==> src/rtl/core/wvcs_pkg.sv <==
// ----------------------------------------------------------------------------
// wvcs_pkg
// Types, constants and the arctangent table shared by the wind vane smoother.
// ----------------------------------------------------------------------------
`default_nettype none

package wvcs_pkg;

  // defaults for the top level parameters
  localparam int CORDIC_STEPS_DEF = 16;
  localparam int ENCODER_BITS_DEF = 14;

  // field widths
  localparam int DEG_W   = 9;    // whole degrees, 0..359
  localparam int SM_W    = 16;   // 1/128 degree
  localparam int SHIFT_W = 3;
  localparam int FRAME_W = 16;

  // configuration port
  localparam int CFG_IDX_W  = 1;
  localparam int CFG_DATA_W = 9;

  typedef enum logic [CFG_IDX_W-1:0] {
    REG_ANGLE_CORRECTION = 1'b0,
    REG_NEW_WEIGHT_SHIFT = 1'b1
  } cfg_reg_t;

  localparam logic signed [CFG_DATA_W-1:0] CORR_RESET  = -9'sd121;
  localparam logic [SHIFT_W-1:0]           SHIFT_RESET = 3'd3;
  localparam logic [SM_W-1:0]              PREV_RESET  = 16'd12800;

  // CORDIC datapath: vectors in Q.20, angles in 2^-16 degree
  localparam int XW     = 24;
  localparam int ZW     = 27;
  localparam int AW     = 25;   // angle in [0, full turn)
  localparam int TAB_W  = 5;
  localparam int ATAN_W = 22;

  localparam logic signed [ZW-1:0] FULL_TURN    = 27'sd23592960;
  localparam logic signed [ZW-1:0] HALF_TURN    = 27'sd11796480;
  localparam logic signed [ZW-1:0] QUARTER_TURN = 27'sd5898240;
  localparam logic [AW-1:0]        FULL_TURN_U  = 25'd23592960;
  localparam logic signed [XW-1:0] START_X      = 24'sd636750;

  localparam logic [SM_W:0]    SMOOTH_UNITS = 17'd46080;
  localparam logic [AW:0]      ROUND_HALF   = 26'd256;

  // degree wrap constants
  localparam logic signed [DEG_W+1:0] TURN_DEG_S = 11'sd360;
  localparam logic [DEG_W:0]          TURN_DEG   = 10'd360;
  localparam logic [DEG_W:0]          TWO_TURN_DEG = 10'd720;

  typedef enum logic {
    MODE_ROTATE,
    MODE_VECTOR
  } cordic_mode_t;

  typedef enum logic [1:0] {
    C_IDLE,
    C_FOLD,
    C_ITER,
    C_FIN
  } cordic_state_t;

  typedef enum logic [3:0] {
    T_IDLE,
    T_DEG,
    T_REL,
    T_NORTH,
    T_ROT_PREV,
    T_WAIT_PREV,
    T_ROT_NEW,
    T_WAIT_NEW,
    T_VEC,
    T_WAIT_VEC,
    T_DONE
  } top_state_t;

  typedef struct packed {
    logic         start;
    cordic_mode_t mode;
  } cordic_cmd_t;

  typedef struct packed {
    logic                 done;
    logic signed [XW-1:0] x;
    logic signed [XW-1:0] y;
    logic [AW-1:0]        angle;
  } cordic_res_t;

  // atan(2^-i) in degrees times 2^16, rounded
  function automatic logic [ATAN_W-1:0] atan_entry(input logic [TAB_W-1:0] idx);
    logic [ATAN_W-1:0] v;
    case (idx)
      5'd0:    v = 22'd2949120;
      5'd1:    v = 22'd1740967;
      5'd2:    v = 22'd919879;
      5'd3:    v = 22'd466945;
      5'd4:    v = 22'd234379;
      5'd5:    v = 22'd117304;
      5'd6:    v = 22'd58666;
      5'd7:    v = 22'd29335;
      5'd8:    v = 22'd14668;
      5'd9:    v = 22'd7334;
      5'd10:   v = 22'd3667;
      5'd11:   v = 22'd1833;
      5'd12:   v = 22'd917;
      5'd13:   v = 22'd458;
      5'd14:   v = 22'd229;
      5'd15:   v = 22'd115;
      5'd16:   v = 22'd57;
      5'd17:   v = 22'd29;
      5'd18:   v = 22'd14;
      5'd19:   v = 22'd7;
      5'd20:   v = 22'd4;
      5'd21:   v = 22'd2;
      5'd22:   v = 22'd1;
      default: v = 22'd0;
    endcase
    return v;
  endfunction

endpackage

`default_nettype wire

==> src/rtl/core/wvcs_ifs.sv <==
// ----------------------------------------------------------------------------
// wvcs channel interfaces
// Valid/ready channels for the vane sample word and the wind result word.
// ----------------------------------------------------------------------------
`default_nettype none

interface wvcs_vane_if;
  import wvcs_pkg::*;
  logic               valid;
  logic               ready;
  logic [FRAME_W-1:0] raw_frame;
  logic [DEG_W-1:0]   boat_heading;

  modport source (output valid, output raw_frame, output boat_heading, input ready);
  modport sink   (input valid, input raw_frame, input boat_heading, output ready);
endinterface

interface wvcs_wind_if;
  import wvcs_pkg::*;
  logic             valid;
  logic             ready;
  logic [DEG_W-1:0] wind_rel_boat;
  logic [SM_W-1:0]  wind_north_smoothed;

  modport source (output valid, output wind_rel_boat, output wind_north_smoothed, input ready);
  modport sink   (input valid, input wind_rel_boat, input wind_north_smoothed, output ready);
endinterface

`default_nettype wire

==> src/rtl/core/wvcs_cordic.sv <==
// ----------------------------------------------------------------------------
// wvcs_cordic
// Iterative CORDIC, one micro-rotation per cycle. Rotation mode turns an
// angle into a unit vector; vectoring mode returns the angle of a vector.
// ----------------------------------------------------------------------------
`default_nettype none

module wvcs_cordic #(
  parameter int CORDIC_STEPS = wvcs_pkg::CORDIC_STEPS_DEF
) (
  input  wire                                  clk,
  input  wire                                  rst,
  input  wire wvcs_pkg::cordic_cmd_t           cmd,
  input  wire [wvcs_pkg::AW-1:0]               in_angle,
  input  wire logic signed [wvcs_pkg::XW-1:0]  in_x,
  input  wire logic signed [wvcs_pkg::XW-1:0]  in_y,
  output wvcs_pkg::cordic_res_t                res
);
  import wvcs_pkg::*;

  localparam int CNT_W = (CORDIC_STEPS > 1) ? $clog2(CORDIC_STEPS) : 1;
  localparam logic [CNT_W-1:0] LAST_STEP = CNT_W'(CORDIC_STEPS - 1);

  cordic_state_t        state, state_next;
  cordic_mode_t         mode, mode_next;
  logic signed [XW-1:0] x, x_next, y, y_next;
  logic signed [ZW-1:0] z, z_next;
  logic [CNT_W-1:0]     cnt, cnt_next;
  logic                 flip, flip_next;
  logic                 zero, zero_next;
  logic                 done, done_next;
  logic signed [XW-1:0] rx, rx_next, ry, ry_next;
  logic [AW-1:0]        ra, ra_next;

  logic signed [XW-1:0] dx, dy;
  logic signed [ZW-1:0] a_ext, step_ang, z_wrap;
  logic                 clockwise;

  assign dx       = y >>> cnt;
  assign dy       = x >>> cnt;
  assign a_ext    = signed'({{(ZW-AW){1'b0}}, in_angle});
  assign step_ang = signed'({{(ZW-ATAN_W){1'b0}}, atan_entry(TAB_W'(cnt))});
  assign z_wrap   = (z < 0) ? z + FULL_TURN : z;
  // rotation drives z to zero, vectoring drives y to zero
  assign clockwise = (mode == MODE_ROTATE) ? (z >= 0) : (y < 0);

  always_comb begin
    state_next = state;
    mode_next  = mode;
    x_next     = x;
    y_next     = y;
    z_next     = z;
    cnt_next   = cnt;
    flip_next  = flip;
    zero_next  = zero;
    done_next  = 1'b0;
    rx_next    = rx;
    ry_next    = ry;
    ra_next    = ra;
    case (state)
      C_IDLE: begin
        if (cmd.start) begin
          mode_next = cmd.mode;
          cnt_next  = '0;
          flip_next = 1'b0;
          if (cmd.mode == MODE_ROTATE) begin
            x_next     = START_X;
            y_next     = '0;
            z_next     = (a_ext >= HALF_TURN) ? a_ext - FULL_TURN : a_ext;
            zero_next  = 1'b0;
            state_next = C_FOLD;
          end else begin
            zero_next = (in_x == '0) && (in_y == '0);
            if (in_x < 0) begin
              x_next = -in_x;
              y_next = -in_y;
              z_next = HALF_TURN;
            end else begin
              x_next = in_x;
              y_next = in_y;
              z_next = '0;
            end
            state_next = C_ITER;
          end
        end
      end
      C_FOLD: begin
        // bring the angle into [-90, 90]; the result is negated at the end
        if (z > QUARTER_TURN) begin
          z_next    = z - HALF_TURN;
          flip_next = 1'b1;
        end else if (z < -QUARTER_TURN) begin
          z_next    = z + HALF_TURN;
          flip_next = 1'b1;
        end
        state_next = C_ITER;
      end
      C_ITER: begin
        if (clockwise) begin
          x_next = x - dx;
          y_next = y + dy;
          z_next = z - step_ang;
        end else begin
          x_next = x + dx;
          y_next = y - dy;
          z_next = z + step_ang;
        end
        cnt_next = cnt + 1'b1;
        if (cnt == LAST_STEP) begin
          state_next = C_FIN;
        end
      end
      C_FIN: begin
        rx_next    = flip ? -x : x;
        ry_next    = flip ? -y : y;
        ra_next    = zero ? '0 : z_wrap[AW-1:0];
        done_next  = 1'b1;
        state_next = C_IDLE;
      end
      default: begin
        state_next = C_IDLE;
      end
    endcase
  end

  always_ff @(posedge clk) begin
    if (rst) begin
      state <= C_IDLE;
      done  <= 1'b0;
    end else begin
      state <= state_next;
      done  <= done_next;
    end
  end

  always_ff @(posedge clk) begin
    mode <= mode_next;
    x    <= x_next;
    y    <= y_next;
    z    <= z_next;
    cnt  <= cnt_next;
    flip <= flip_next;
    zero <= zero_next;
    rx   <= rx_next;
    ry   <= ry_next;
    ra   <= ra_next;
  end

  assign res.done  = done;
  assign res.x     = rx;
  assign res.y     = ry;
  assign res.angle = ra;

endmodule

`default_nettype wire

==> src/rtl/core/wind_vane_circular_smoother.sv <==
// One word is in work at a time: a new vane word is accepted only after
// the previous result word has been loaded into the output register.
// Each word takes three passes through the shared CORDIC unit (two
// rotations, one vectoring).
// Reset: synchronous; registers return to correction -121, shift 3 and a
// stored direction of 100 degrees.
// ----------------------------------------------------------------------------
// wind_vane_circular_smoother
// Vane reading to boat- and north-referenced wind, with exponential
// smoothing of the north direction on unit vectors.
// ----------------------------------------------------------------------------
`default_nettype none

module wind_vane_circular_smoother #(
  parameter int CORDIC_STEPS = wvcs_pkg::CORDIC_STEPS_DEF,
  parameter int ENCODER_BITS = wvcs_pkg::ENCODER_BITS_DEF
) (
  input  wire                                clk,
  input  wire                                rst,
  wvcs_vane_if.sink                          vane,
  wvcs_wind_if.source                        wind,
  input  wire                                cfg_we,
  input  wire [wvcs_pkg::CFG_IDX_W-1:0]      cfg_index,
  input  wire [wvcs_pkg::CFG_DATA_W-1:0]     cfg_data
);
  import wvcs_pkg::*;

  localparam int PROD_W = ENCODER_BITS + DEG_W;
  localparam logic [DEG_W-1:0] DEG_SCALE = 9'd360;

  top_state_t state, state_next;

  // configuration
  logic signed [CFG_DATA_W-1:0] angle_correction;
  logic [SHIFT_W-1:0]           new_weight_shift;
  logic [SM_W-1:0]              prev_dir;

  // per-word working registers
  logic [ENCODER_BITS-1:0] code;
  logic [DEG_W-1:0]        heading;
  logic [DEG_W-1:0]        deg;
  logic [DEG_W-1:0]        rel;
  logic [DEG_W-1:0]        north;
  logic signed [XW-1:0]    pc, ps, nc, ns;

  // output register
  logic             out_valid;
  logic [DEG_W-1:0] out_rel;
  logic [SM_W-1:0]  out_sm;

  cordic_cmd_t          ccmd;
  cordic_res_t          cres;
  logic [AW-1:0]        c_angle;
  logic signed [XW-1:0] c_x, c_y;

  logic [PROD_W-1:0]       prod;
  logic signed [DEG_W+1:0] rel_sum;
  logic [DEG_W:0]          north_sum;
  logic [AW-1:0]           prev_ext;
  logic [AW-1:0]           prev_angle;
  logic [AW:0]             sm_round;
  logic [SM_W:0]           sm_q;
  logic [SM_W-1:0]         sm;
  logic                    accept, load_out;

  assign accept   = vane.valid && vane.ready;
  assign load_out = (state == T_DONE) && (!out_valid || wind.ready);

  assign prod    = PROD_W'(code) * PROD_W'(DEG_SCALE);
  assign rel_sum = signed'({2'b00, deg}) + {{2{angle_correction[CFG_DATA_W-1]}}, angle_correction};
  assign north_sum = {1'b0, rel} + {1'b0, heading};

  // stored direction in 1/128 degree to 2^-16 degree
  assign prev_ext   = {prev_dir, 9'b0};
  assign prev_angle = (prev_ext >= FULL_TURN_U) ? prev_ext - FULL_TURN_U : prev_ext;

  assign sm_round = {1'b0, cres.angle} + ROUND_HALF;
  assign sm_q     = sm_round[AW:9];
  assign sm       = (sm_q >= SMOOTH_UNITS) ? '0 : sm_q[SM_W-1:0];

  // sequencer
  always_comb begin
    state_next = state;
    ccmd.start = 1'b0;
    ccmd.mode  = MODE_ROTATE;
    c_angle    = prev_angle;
    c_x        = pc + (nc >>> new_weight_shift);
    c_y        = ps + (ns >>> new_weight_shift);
    case (state)
      T_IDLE: begin
        if (accept) begin
          state_next = T_DEG;
        end
      end
      T_DEG:   state_next = T_REL;
      T_REL:   state_next = T_NORTH;
      T_NORTH: state_next = T_ROT_PREV;
      T_ROT_PREV: begin
        ccmd.start = 1'b1;
        state_next = T_WAIT_PREV;
      end
      T_WAIT_PREV: begin
        if (cres.done) begin
          state_next = T_ROT_NEW;
        end
      end
      T_ROT_NEW: begin
        ccmd.start = 1'b1;
        c_angle    = {north, 16'b0};
        state_next = T_WAIT_NEW;
      end
      T_WAIT_NEW: begin
        if (cres.done) begin
          state_next = T_VEC;
        end
      end
      T_VEC: begin
        ccmd.start = 1'b1;
        ccmd.mode  = MODE_VECTOR;
        state_next = T_WAIT_VEC;
      end
      T_WAIT_VEC: begin
        if (cres.done) begin
          state_next = T_DONE;
        end
      end
      T_DONE: begin
        if (load_out) begin
          state_next = T_IDLE;
        end
      end
      default: begin
        state_next = T_IDLE;
      end
    endcase
  end

  always_ff @(posedge clk) begin
    if (rst) begin
      state <= T_IDLE;
    end else begin
      state <= state_next;
    end
  end

  always_ff @(posedge clk) begin
    if (rst) begin
      angle_correction <= CORR_RESET;
      new_weight_shift <= SHIFT_RESET;
    end else if (cfg_we) begin
      case (cfg_reg_t'(cfg_index))
        REG_ANGLE_CORRECTION: angle_correction <= signed'(cfg_data);
        REG_NEW_WEIGHT_SHIFT: new_weight_shift <= cfg_data[SHIFT_W-1:0];
        default: ;
      endcase
    end
  end

  always_ff @(posedge clk) begin
    if (rst) begin
      prev_dir <= PREV_RESET;
    end else if (load_out) begin
      prev_dir <= sm;
    end
  end

  always_ff @(posedge clk) begin
    if (accept) begin
      code    <= vane.raw_frame[ENCODER_BITS-1:0];
      heading <= vane.boat_heading;
    end
    if (state == T_DEG) begin
      deg <= prod[PROD_W-1:ENCODER_BITS];
    end
    if (state == T_REL) begin
      if (rel_sum < 0) begin
        rel <= DEG_W'(rel_sum + TURN_DEG_S);
      end else if (rel_sum >= TURN_DEG_S) begin
        rel <= DEG_W'(rel_sum - TURN_DEG_S);
      end else begin
        rel <= DEG_W'(rel_sum);
      end
    end
    if (state == T_NORTH) begin
      if (north_sum >= TWO_TURN_DEG) begin
        north <= DEG_W'(north_sum - TWO_TURN_DEG);
      end else if (north_sum >= TURN_DEG) begin
        north <= DEG_W'(north_sum - TURN_DEG);
      end else begin
        north <= north_sum[DEG_W-1:0];
      end
    end
    if (state == T_WAIT_PREV && cres.done) begin
      pc <= cres.x;
      ps <= cres.y;
    end
    if (state == T_WAIT_NEW && cres.done) begin
      nc <= cres.x;
      ns <= cres.y;
    end
  end

  // output word register
  always_ff @(posedge clk) begin
    if (rst) begin
      out_valid <= 1'b0;
    end else if (load_out) begin
      out_valid <= 1'b1;
    end else if (wind.ready) begin
      out_valid <= 1'b0;
    end
  end

  always_ff @(posedge clk) begin
    if (load_out) begin
      out_rel <= rel;
      out_sm  <= sm;
    end
  end

  wvcs_cordic #(
    .CORDIC_STEPS (CORDIC_STEPS)
  ) u_cordic (
    .clk      (clk),
    .rst      (rst),
    .cmd      (ccmd),
    .in_angle (c_angle),
    .in_x     (c_x),
    .in_y     (c_y),
    .res      (cres)
  );

  assign vane.ready               = (state == T_IDLE);
  assign wind.valid               = out_valid;
  assign wind.wind_rel_boat       = out_rel;
  assign wind.wind_north_smoothed = out_sm;

`ifndef SYNTHESIS
  a_prev_in_range: assert property (@(posedge clk) disable iff (rst)
    {1'b0, prev_dir} < SMOOTH_UNITS)
    else $error("stored direction out of range");

  a_out_in_range: assert property (@(posedge clk) disable iff (rst)
    out_valid |-> ({1'b0, out_sm} < SMOOTH_UNITS && {1'b0, out_rel} < TURN_DEG))
    else $error("result word out of range");

  a_done_expected: assert property (@(posedge clk) disable iff (rst)
    cres.done |-> (state == T_WAIT_PREV || state == T_WAIT_NEW || state == T_WAIT_VEC))
    else $error("cordic result with no pass pending");

  a_busy_after_accept: assert property (@(posedge clk) disable iff (rst)
    accept |=> !vane.ready)
    else $error("accepted a word while busy");
`endif

endmodule

`default_nettype wire
==> src/flat_wrapper.sv <==
// flat-port wrapper written by rule: the top's interface ports become plain ports
module wind_vane_circular_smoother_flat import wvcs_pkg::*;
#(
  parameter int CORDIC_STEPS = wvcs_pkg::CORDIC_STEPS_DEF,
  parameter int ENCODER_BITS = wvcs_pkg::ENCODER_BITS_DEF
)
  (clk, rst, cfg_we, cfg_index, cfg_data, vane_valid, vane_raw_frame, vane_boat_heading, vane_ready, wind_valid, wind_wind_rel_boat, wind_wind_north_smoothed, wind_ready);
  wvcs_vane_if vane_i ();
  wvcs_wind_if wind_i ();
  input  wire clk;
  input  wire rst;
  input  wire cfg_we;
  input  wire [wvcs_pkg::CFG_IDX_W-1:0] cfg_index;
  input  wire [wvcs_pkg::CFG_DATA_W-1:0] cfg_data;
  input wire logic [$bits(vane_i.valid)-1:0] vane_valid;
  input wire logic [$bits(vane_i.raw_frame)-1:0] vane_raw_frame;
  input wire logic [$bits(vane_i.boat_heading)-1:0] vane_boat_heading;
  output wire logic [$bits(vane_i.ready)-1:0] vane_ready;
  output wire logic [$bits(wind_i.valid)-1:0] wind_valid;
  output wire logic [$bits(wind_i.wind_rel_boat)-1:0] wind_wind_rel_boat;
  output wire logic [$bits(wind_i.wind_north_smoothed)-1:0] wind_wind_north_smoothed;
  input wire logic [$bits(wind_i.ready)-1:0] wind_ready;
  assign vane_i.valid = vane_valid;
  assign vane_i.raw_frame = vane_raw_frame;
  assign vane_i.boat_heading = vane_boat_heading;
  assign vane_ready = vane_i.ready;
  assign wind_valid = wind_i.valid;
  assign wind_wind_rel_boat = wind_i.wind_rel_boat;
  assign wind_wind_north_smoothed = wind_i.wind_north_smoothed;
  assign wind_i.ready = wind_ready;
  wind_vane_circular_smoother #(.CORDIC_STEPS(CORDIC_STEPS), .ENCODER_BITS(ENCODER_BITS)) u_core (.clk(clk), .rst(rst), .vane(vane_i), .wind(wind_i), .cfg_we(cfg_we), .cfg_index(cfg_index), .cfg_data(cfg_data));
endmodule
==> config.mk <==
export PLATFORM = sky130hd
export DESIGN_NAME = wind_vane_circular_smoother_flat
export DESIGN_NICKNAME = d
export VERILOG_FILES = /design/src/rtl/core/wvcs_pkg.sv /design/src/rtl/core/wvcs_ifs.sv /design/src/rtl/core/wvcs_cordic.sv /design/src/rtl/core/wind_vane_circular_smoother.sv /design/src/flat_wrapper.sv
export SDC_FILE = /design/constraint.sdc
export NUM_CORES = 1
export LEC_CHECK = 0
export BUFFER_PORTS_ARGS = -buffer_cell sky130_fd_sc_hd__buf_2
export CORE_ASPECT_RATIO = 1.4
export CORE_MARGIN = 4
export CORE_UTILIZATION = 59
export DETAILED_ROUTE_END_ITERATION = 8
export PLACE_DENSITY = 0.76
export REMOVE_ABC_BUFFERS = 1
export SETUP_SLACK_MARGIN = 0.15
export SYNTH_ARGS = -nofsm -noshare
export SYNTH_HDL_FRONTEND = slang
export SYNTH_SLANG_ARGS = --single-unit
==> constraint.sdc <==
create_clock -name clk -period 5.3 [get_ports clk]
set_clock_uncertainty 0.05 [all_clocks]
set_input_delay 0.265 -clock clk [delete_from_list [all_inputs] [get_ports clk]]
set_output_delay 0.265 -clock clk [all_outputs]
set_load 0.05 [all_outputs]
=== Yosys cells after proc, flatten, opt, wreduce, memory -nomap -nowiden ===
Memories as Yosys holds them, arrays and structs flattened. A register that Yosys moved wholly into a read port is not among the register bits.
Cells that the tools add are included.

* Add/sub/neg operators: 25
* Eq/ne operators: 22
* Bitwise operators: 1
* Divide/modulo/power cells: 0
* Reduce and logical (&&, ||, !) cells: 24
* $lt $le $gt $ge: 13
* Multiplexer cells: 51
* Multipliers: 1
* Shift operators: 4

{| class="wikitable"
|+ Operators by type and width
! cell !! count
|-
| $mux 24 || 11
|-
| $mux 27 || 6
|-
| $add 24x24->24 || 4
|-
| $neg 24->24 || 4
|-
| $pmux 24 s2 || 2
|-
| $pmux 27 s3 || 1
|-
| $mux 25 || 3
|-
| $logic_not 24->1 || 2
|-
| $lt 24x1->1 const B || 2
|-
| $sshr 24x3->24 || 2
|-
| $sshr 24x4->24 || 2
|-
| $sub 24x24->24 || 2
|-
| $pmux 4 s11 || 1
|-
| $mux 9 || 4
|-
| $mux 4 || 7
|-
| $add 27x23->27 || 1
|-
| $add 27x25->27 const B || 1
|-
| $ge 27x1->1 const B || 1
|-
| $gt 27x24->1 const B || 1
|-
| $lt 27x1->1 const B || 1
|-
| $lt 27x24->1 const B || 1
|-
| $sub 27x23->27 || 1
|-
| $sub 27x25->27 const B || 1
|-
| $add 25x9->26 const B || 1
|-
| other kinds (44) || 79
|}

* Memory bits (read-only): 352
* Memory bits (writable): 0
* Input bits: 40
* Bits in latches: 0
* Flip-flop bits (word level): 362
* Memories kept: 1
* Word-level logic and storage cells: 170
* Output and inout port bits: 27

{| class="wikitable"
|+ Memories
! name !! depth !! bits a word !! rd ports !! clocked after memory_dff !! write ports !! line !! text
|-
| (no name shown) || 16 || 22 || 1 || 1 || 0 || wvcs_pkg.sv:94 || <nowiki>case (idx)</nowiki>
|}

=== Depth between registers and ports, before layout ===
Gate-level depths: netlist of run 1.

* Word-level depth: 8
* Gate-level depth with buffers: 29
* Gate-level depth less buffers: 23

=== Hierarchy ===
Synthesis of run 1 repeated with hierarchy kept, for this count alone.

* Cell total of the unflattened synthesis: 3107
* Area, all modules: 30166.4 µm²

{| class="wikitable"
|+ Modules (own cells, without submodules)
! module !! area an instance (µm²) !! cells each !! sequential area each (µm²) !! instances
|-
| wvcs_cordic || 16681.0 || 1829 || 5154.9 || 1
|-
| wind_vane_circular_smoother || 13485.4 || 1278 || 5795.6 || 1
|}

=== Worst setup path before layout of run 1 ===
OpenSTA, ideal clock, no wires.

* Path type: reg2reg
* Start: register u_core.u_cordic.cnt[0]
* End: register u_core.u_cordic.x[23] (data pin)
* Cell stages (with the launch flop): 28
* Clock period less this slack: 5.763 ns
* Required time: 4.979 ns
* Library setup time: 0.271 ns
* Setup slack: -0.463 ns
* Arrival: 5.441 ns
* Buffers on the path: 5
* Cells stage by stage: edfxtp_1 buf_6 buf_6 buf_6 buf_6 clkbuf_1 mux4_2 mux2i_1 nand2_1 o21ai_0 ha_1 nor2b_1 and2_1 nand3_1 or2_1 or3_1 o21ai_1 xnor2_1 ha_1 nand4_1 o21ai_0 o21bai_1 o41ai_1 nor2_1 a211oi_1 o21ai_0 xnor2_1 o22ai_1

* Longest elaborated chain between the ends: 4
* Elaborated cells on any way between the ends: 5
* Those cells by class: add/sub: 2; shift: 1; mux: 2

{| class="wikitable"
|+ RTL lines
! item !! line !! text
|-
| from (decl) || wvcs_cordic.sv:28 || <nowiki>logic [CNT_W-1:0] cnt, cnt_next;</nowiki>
|-
| from (signal assigned) || wvcs_cordic.sv:141 || <nowiki>cnt <= cnt_next;</nowiki>
|-
| $sshr 24x4->24 (*) || wvcs_cordic.sv:39 || <nowiki>assign dx = y >>> cnt;</nowiki>
|-
| $add 24x24->24 or $sub 24x24->24 (tied branches) || wvcs_cordic.sv:104, wvcs_cordic.sv:100 ||
|-
| $mux 24 (*) || wvcs_cordic.sv:99 || <nowiki>if (clockwise) begin</nowiki>
|-
| $pmux 24 s2 (*) || wvcs_cordic.sv:60 || <nowiki>case (state)</nowiki>
|-
| named net u_core.u_cordic.x_next[23] || wvcs_cordic.sv:26 || <nowiki>logic signed [XW-1:0] x, x_next, y, y_next;</nowiki>
|-
| to (signal assigned) || wvcs_cordic.sv:138 || <nowiki>x <= x_next;</nowiki>
|-
| to (decl) || wvcs_cordic.sv:26 ||
|}

The timed path passes the listed nets; every way through them passes the cells marked *.
A chain may end at the register's enable or synchronous reset.

=== Final worst setup path of run 1 ===
* Start: register u_core.u_cordic.cnt[0]
* End: register u_core.u_cordic.x[19] (data pin)

The elaborated chain is that of the path after synthesis.

==> results.toml, run 1 <==
[run_status]
status = "complete, no violations"

[die]
dieArea_mm2 = 0.0552
start_util = 0.595
rows = 98
die_y_um = 276
fp.coreArea_mm2 = 0.0510
io_pins = 67
dieWidth_um = 200

[timing]
timing.hold.ws_ns = 0.0342
worstMarginPinSlew_ns = 1.11
setup_viol = 0
hold_viol_final = 0
clock.fmax_mhz = 191
slew_viol_final = 0
rsz0062_at_grt = "true"
slew_headroom = 0.254
min_period_over_period = 0.989
period_needed_ns = 5.24

[detailed_routing]
ant_nets = 0
met1_length_mm = 33.2
wl_met3_mm = 4.47
top_layer_used = "met5"
vias = 26000
routed-wl-met2_mm = 46.0
avgViaCountPerCell = 6.37
drc = 0
wirelength_mm = 89.5
wire_per_inst_um = 21.9
dr.pass1.iters = 8
drtIter0Drc = 1976

[finish]
antenna_cells = 0
seq_area_mm2 = 0.0107
fillCellCount = 3761
fin_nets = 3692
area_growth_pct = 16.4
drive_above_1_share = 0.184
multiInputGateArea_mm2 = 0.0190
final_area_mm2 = 0.0353

[global_routing]
grt_pass1_wl_mm = 137
grt_pass1_vias = 26400
gr-usage-all-layers = 0.309
grt_max_degree = 50
antenna_found_initial = 1
grt_overflow = 0

[synth]
synth_top_family_by_area = "compound AO/OA/AOI/OAI gates"
synth_mux_area_frac = 0.0874
synthArstFlopShare = 0
synth_compound_area_frac = 0.182
synth-simple-area-share = 0.140
ys_seq_elements = 376
synth_top_area_share = 0.315
synthAdderAreaFrac = 0.107
yosysUniqueCellTypes = 101
ys_seq_area_frac = 0.353
synth_cells = 3152
postSynthAreaPerCell_um2 = 9.63
synth_commonest_cells = "edfxtp_1, nand2_1, nor2_1"
synthXorXnorAreaFrac = 0.0900
synth_edf_count = 318
netlist_area_mm2 = 0.0304
synthMostInstantiatedCell = "edfxtp_1"
ys.flop_type = "edfxtp_1"
synth_top_area_cell = "edfxtp_1"
synth.area.top_cells = "edfxtp_1, ha_1, xnor2_1"
yosys_warnings = 0

[worst_setup_path]
critPathKind = "reg -> reg"
start_kind = "flop"
cp_common_cell = "buf_4"
arrival_ns = 5.45
critPathMaxStageDelay_ns = 0.53
end_kind = "flop"
worstPathRequired_ns = 5.50
cp_slowest_cell = "mux4_2"
path_max_fanout = 6

[clocking]
cts_made_buffers = 39
htreeDepth = 2
clockBufferDepth = 3
tritoncts = "done"
path_clk_slew_ns = 0.07
cts_root_buffer = "clkbuf_16"
clock-sinks = 376
clock_latency_ns = 0.57

[placement]
io_buffers = 64
placed_cell_area_mm2 = 0.0328
place_congestion = 0.997
hpwl_mm = 65.4

[min_path]
hp-class = "in -> reg"

[run]
max_cap_viol_count = 0
[cells in the final DEF, fill, tap and decap left out, drive strengths merged, types with 29 or more instances in the layout]
cell,n
edfxtp,318
o22ai,32
a21oi,191
mux2i,79
fa,29
dfxtp,58
mux2,63
and2,29
nor3,84
o21bai,30
nand2b,37
nor2b,51
dlygate4sd3,34
o31ai,45
nand2,252
o21ai,206
a21o,88
inv,161
ha,213
nor2,237
buf,328
clkbuf,52
xnor2,199
nand3,58
mux4,50
xor2,112
a211oi,29
[cell families after synthesis]
| group | count (synthesis) |
|---|---|
| compound gates | 843 |
| xor+xnor | 311 |
| fa+ha+maj | 242 |
| buf+inv | 308 |
| flops | 376 |
| mux | 192 |
| simple gates | 880 |
[critical path, delay by kind of cell, from the launching register on]
| kind | cells | cell delay [ns] |
|---|---|---|
| AOI/OAI and AO/OA | 4 | 0.40 |
| xor gates and xnor gates | 2 | 0.33 |
| adders and majority gates | 2 | 0.46 |
| buffers and inverters | 8 | 1.04 |
| DFF | 1 | 0.42 |
| muxes | 2 | 0.84 |
| and+or+nand+nor | 8 | 1.40 |
[routing by layer]
layer | GRT usage | vias to the layer above
met5 | 0 | -
met4 | 0.170 | 2
met2 | 0.554 | 911
li1 | - | 12200
met3 | 0.0411 | 307
met1 | 0.351 | 12600
[layout make-up]
type / instances / area share
clock buffer: 51 / 0.0313
clock inverter: 16 / 0.00315
inverter: 161 / 0.0171
multi-input combinational: 2469 / 0.539
sequential: 376 / 0.303
tap: 650 / 0.0230
timing repair buffer: 363 / 0.0834
[through the flow]
step	std cells	setup WS, ns	setup TNS [ns]	util
floorplan	3005	-1.74	-37.30	-
global placement	3952	-0.211	-0.683	0.642
detailed placement	3952	-0.295	-1.22	0.642
CTS	4066	0.138	0	0.680
global route	4086	-0.146	-0.753	0.693
finish	4086	0.0574	0	0.693
[path summary, 6_finish.rpt]
path | slack [ns] | depth (start not counted) | to | from
setup / recovery | 0.06 | 26 | u_core.u_cordic.x[19] | u_core.u_cordic.cnt[0]
hold / removal | 0.03 | 3 | u_core.new_weight_shift[0] | cfg_index
setup reg to reg | 0.06 | 26 | u_core.u_cordic.x[19] | u_core.u_cordic.cnt[0]
hold reg to reg | 0.40 | 0 | u_core.ps[0] | u_core.u_cordic.ry[0]
[sequential cells by signal, summed over array words and instances (netlist names), 17 cells and up]
name and cells:
u_core.nc 24, u_core.ns 24, u_core.pc 24, u_core.ps 24
u_core.u_cordic.ra 17, u_core.u_cordic.rx 24, u_core.u_cordic.ry 24, u_core.u_cordic.step_ang 22
u_core.u_cordic.x 24, u_core.u_cordic.y 24, u_core.u_cordic.z 27
[timing repair]
| action | CTS | global route |
|---|---|---|
| cloned | 3 | 2 |
| hold endpoints to repair | 35 | 0 |
| setup endpoints to repair | 15 | 33 |
| pin swaps | 32 | 53 |
| resized for setup | 65 | 95 |
| hold buffers | 34 | 0 |
| setup buffers | 10 | 18 |
Power of run 1 is left out: the tool's default activity adds up to more than one toggle a clock period on the data nets, which glitch-free logic cannot reach.
==> run 2, diff against run 1 <==
==> constraint.sdc (replaced) <==
create_clock -name clk -period 5.3 [get_ports clk]
set_clock_uncertainty 0.05 [all_clocks]
set_input_delay 1.06 -clock clk [delete_from_list [all_inputs] [get_ports clk]]
set_output_delay 1.06 -clock clk [all_outputs]
set_load 0.05 [all_outputs]
==> run 2 against run 1 <==
Hold slack gained 0.36 ns. Cell area is 0.22% higher. Final cell count grew 0.24%. Die area stayed put. Global-route usage is 0.36 points lower. Core utilization is 0.15 points higher.
==> results.toml, run 2 (same netlist as run 1, synthesis figures left out) <==
[die]
dieArea_mm2 = 0.0552
fp.coreArea_mm2 = 0.0510
rows = 98
die_y_um = 276
io_pins = 67
dieWidth_um = 200
start_util = 0.595

[detailed_routing]
drc = 0
drtIter0Drc = 2065
vias = 26200
wirelength_mm = 89.0
avgViaCountPerCell = 6.41
dr.pass1.iters = 6
ant_nets = 0
wire_per_inst_um = 21.7

[run_status]
status = "complete, no violations"

[clocking]
path_clk_slew_ns = 0.07
clock-sinks = 376
clock_latency_ns = 0.57
cts_root_buffer = "clkbuf_16"
tritoncts = "done"
cts_made_buffers = 39
ctsHoldBuffers = 0
clockBufferDepth = 3
htreeDepth = 2

[worst_setup_path]
critPathMaxStageDelay_ns = 0.38
critPathKind = "reg -> reg"
worstPathRequired_ns = 5.54
path_max_fanout = 5
arrival_ns = 5.54
path_delay_family = "compound AO/OA/AOI/OAI gates"
end_kind = "flop"
cp_common_cell = "buf_6"
critPathBufInv = 6
start_kind = "flop"
cp_slowest_cell = "edfxtp_1"

[placement]
place_congestion = 0.998
io_buffers = 64
dp.cells = 3974
hpwl_mm = 64.8

[finish]
mostFrequentLayoutCells = "edfxtp_1, buf_4, nand2_1"
instances_no_fill = 4096
drive_above_1_share = 0.197
fillCellCount = 3792
largest_reg_flops = 27
area_growth_pct = 16.7
top_register = "u_core.u_cordic.z"
layout_commonest_cell = "edfxtp_1"
seq_area_mm2 = 0.0107
multiInputGateArea_mm2 = 0.0190
fin_nets = 3698

[timing]
worstMarginPinSlew_ns = 1.27
setup_tns_ns = 0
clock.fmax_mhz = 189
period_needed_ns = 5.30
slew_viol_final = 0
rsz0062_at_grt = "true"
slew_headroom = 0.151
hold_viol_final = 0
min_period_over_period = 1.00
setup_viol = 0

[global_routing]
grt_pass1_wl_mm = 137
antenna_found_initial = 1
grt_overflow = 0
grt_pass1_vias = 26600
gr-usage-all-layers = 0.306
grt_max_degree = 54

[min_path]
hp-class = "reg -> reg"

[run]
max_cap_viol_count = 0
[run 2: changes by cell type in the layout (fill, tap and decap cells not counted), sizes merged, moves of 2 or more]
cell / change
clkbuf: -4
buf: +39
bufinv: +6
dlygate4sd3: -34
inv: +2
[run 2: metal layers]
layer,routed length [um],vias to the layer above,track usage
li1,-,12200,-
met5,20,-,0
met2,45700,1074,0.551
met1,31800,12600,0.343
met4,6230,2,0.167
met3,5200,346,0.0412
[run 2: final timing paths]
check,startpoint,to,slack (ns),cells past startpoint
hold reg to reg,u_core.u_cordic.ry[8],u_core.ps[8],0.40,0
setup reg to reg,u_core.u_cordic.cnt[0],u_core.u_cordic.x[22],0.0005,26
hold / removal,u_core.u_cordic.ry[8],u_core.ps[8],0.40,0
setup / recovery,u_core.u_cordic.cnt[0],u_core.u_cordic.x[22],0.0005,26
[run 2: cell type report]
cell class | count | area share
inverters | 161 | 0.0171
multi-input cells | 2468 | 0.538
clock inverters | 25 | 0.00922
flip-flops and latches | 376 | 0.303
well taps | 650 | 0.0230
clock buffers | 45 | 0.0288
diodes | 1 | 0.0000707
repair buffers | 370 | 0.0814
[run 2: stage by stage]
step	area [um^2]	hold WS, ns	utilization	setup WS (ns)
floorplan	29700	0.371	-	-1.74
global placement	32900	0.376	0.644	-0.188
detailed placement	32900	0.382	0.644	-0.225
CTS	34700	0.393	0.679	0.104
global route	35400	0.407	0.694	-0.203
finish	35400	0.396	0.694	0.000522
[run 2: what timing repair did]
item	CTS	global route
pin swaps	26	50
buffers inserted	16	31
resized for setup	69	104
endpoints found under the hold margin	0	0
endpoints found under the setup margin	16	25
gates cloned	1	3
Power of run 2 is left out for the same reason.
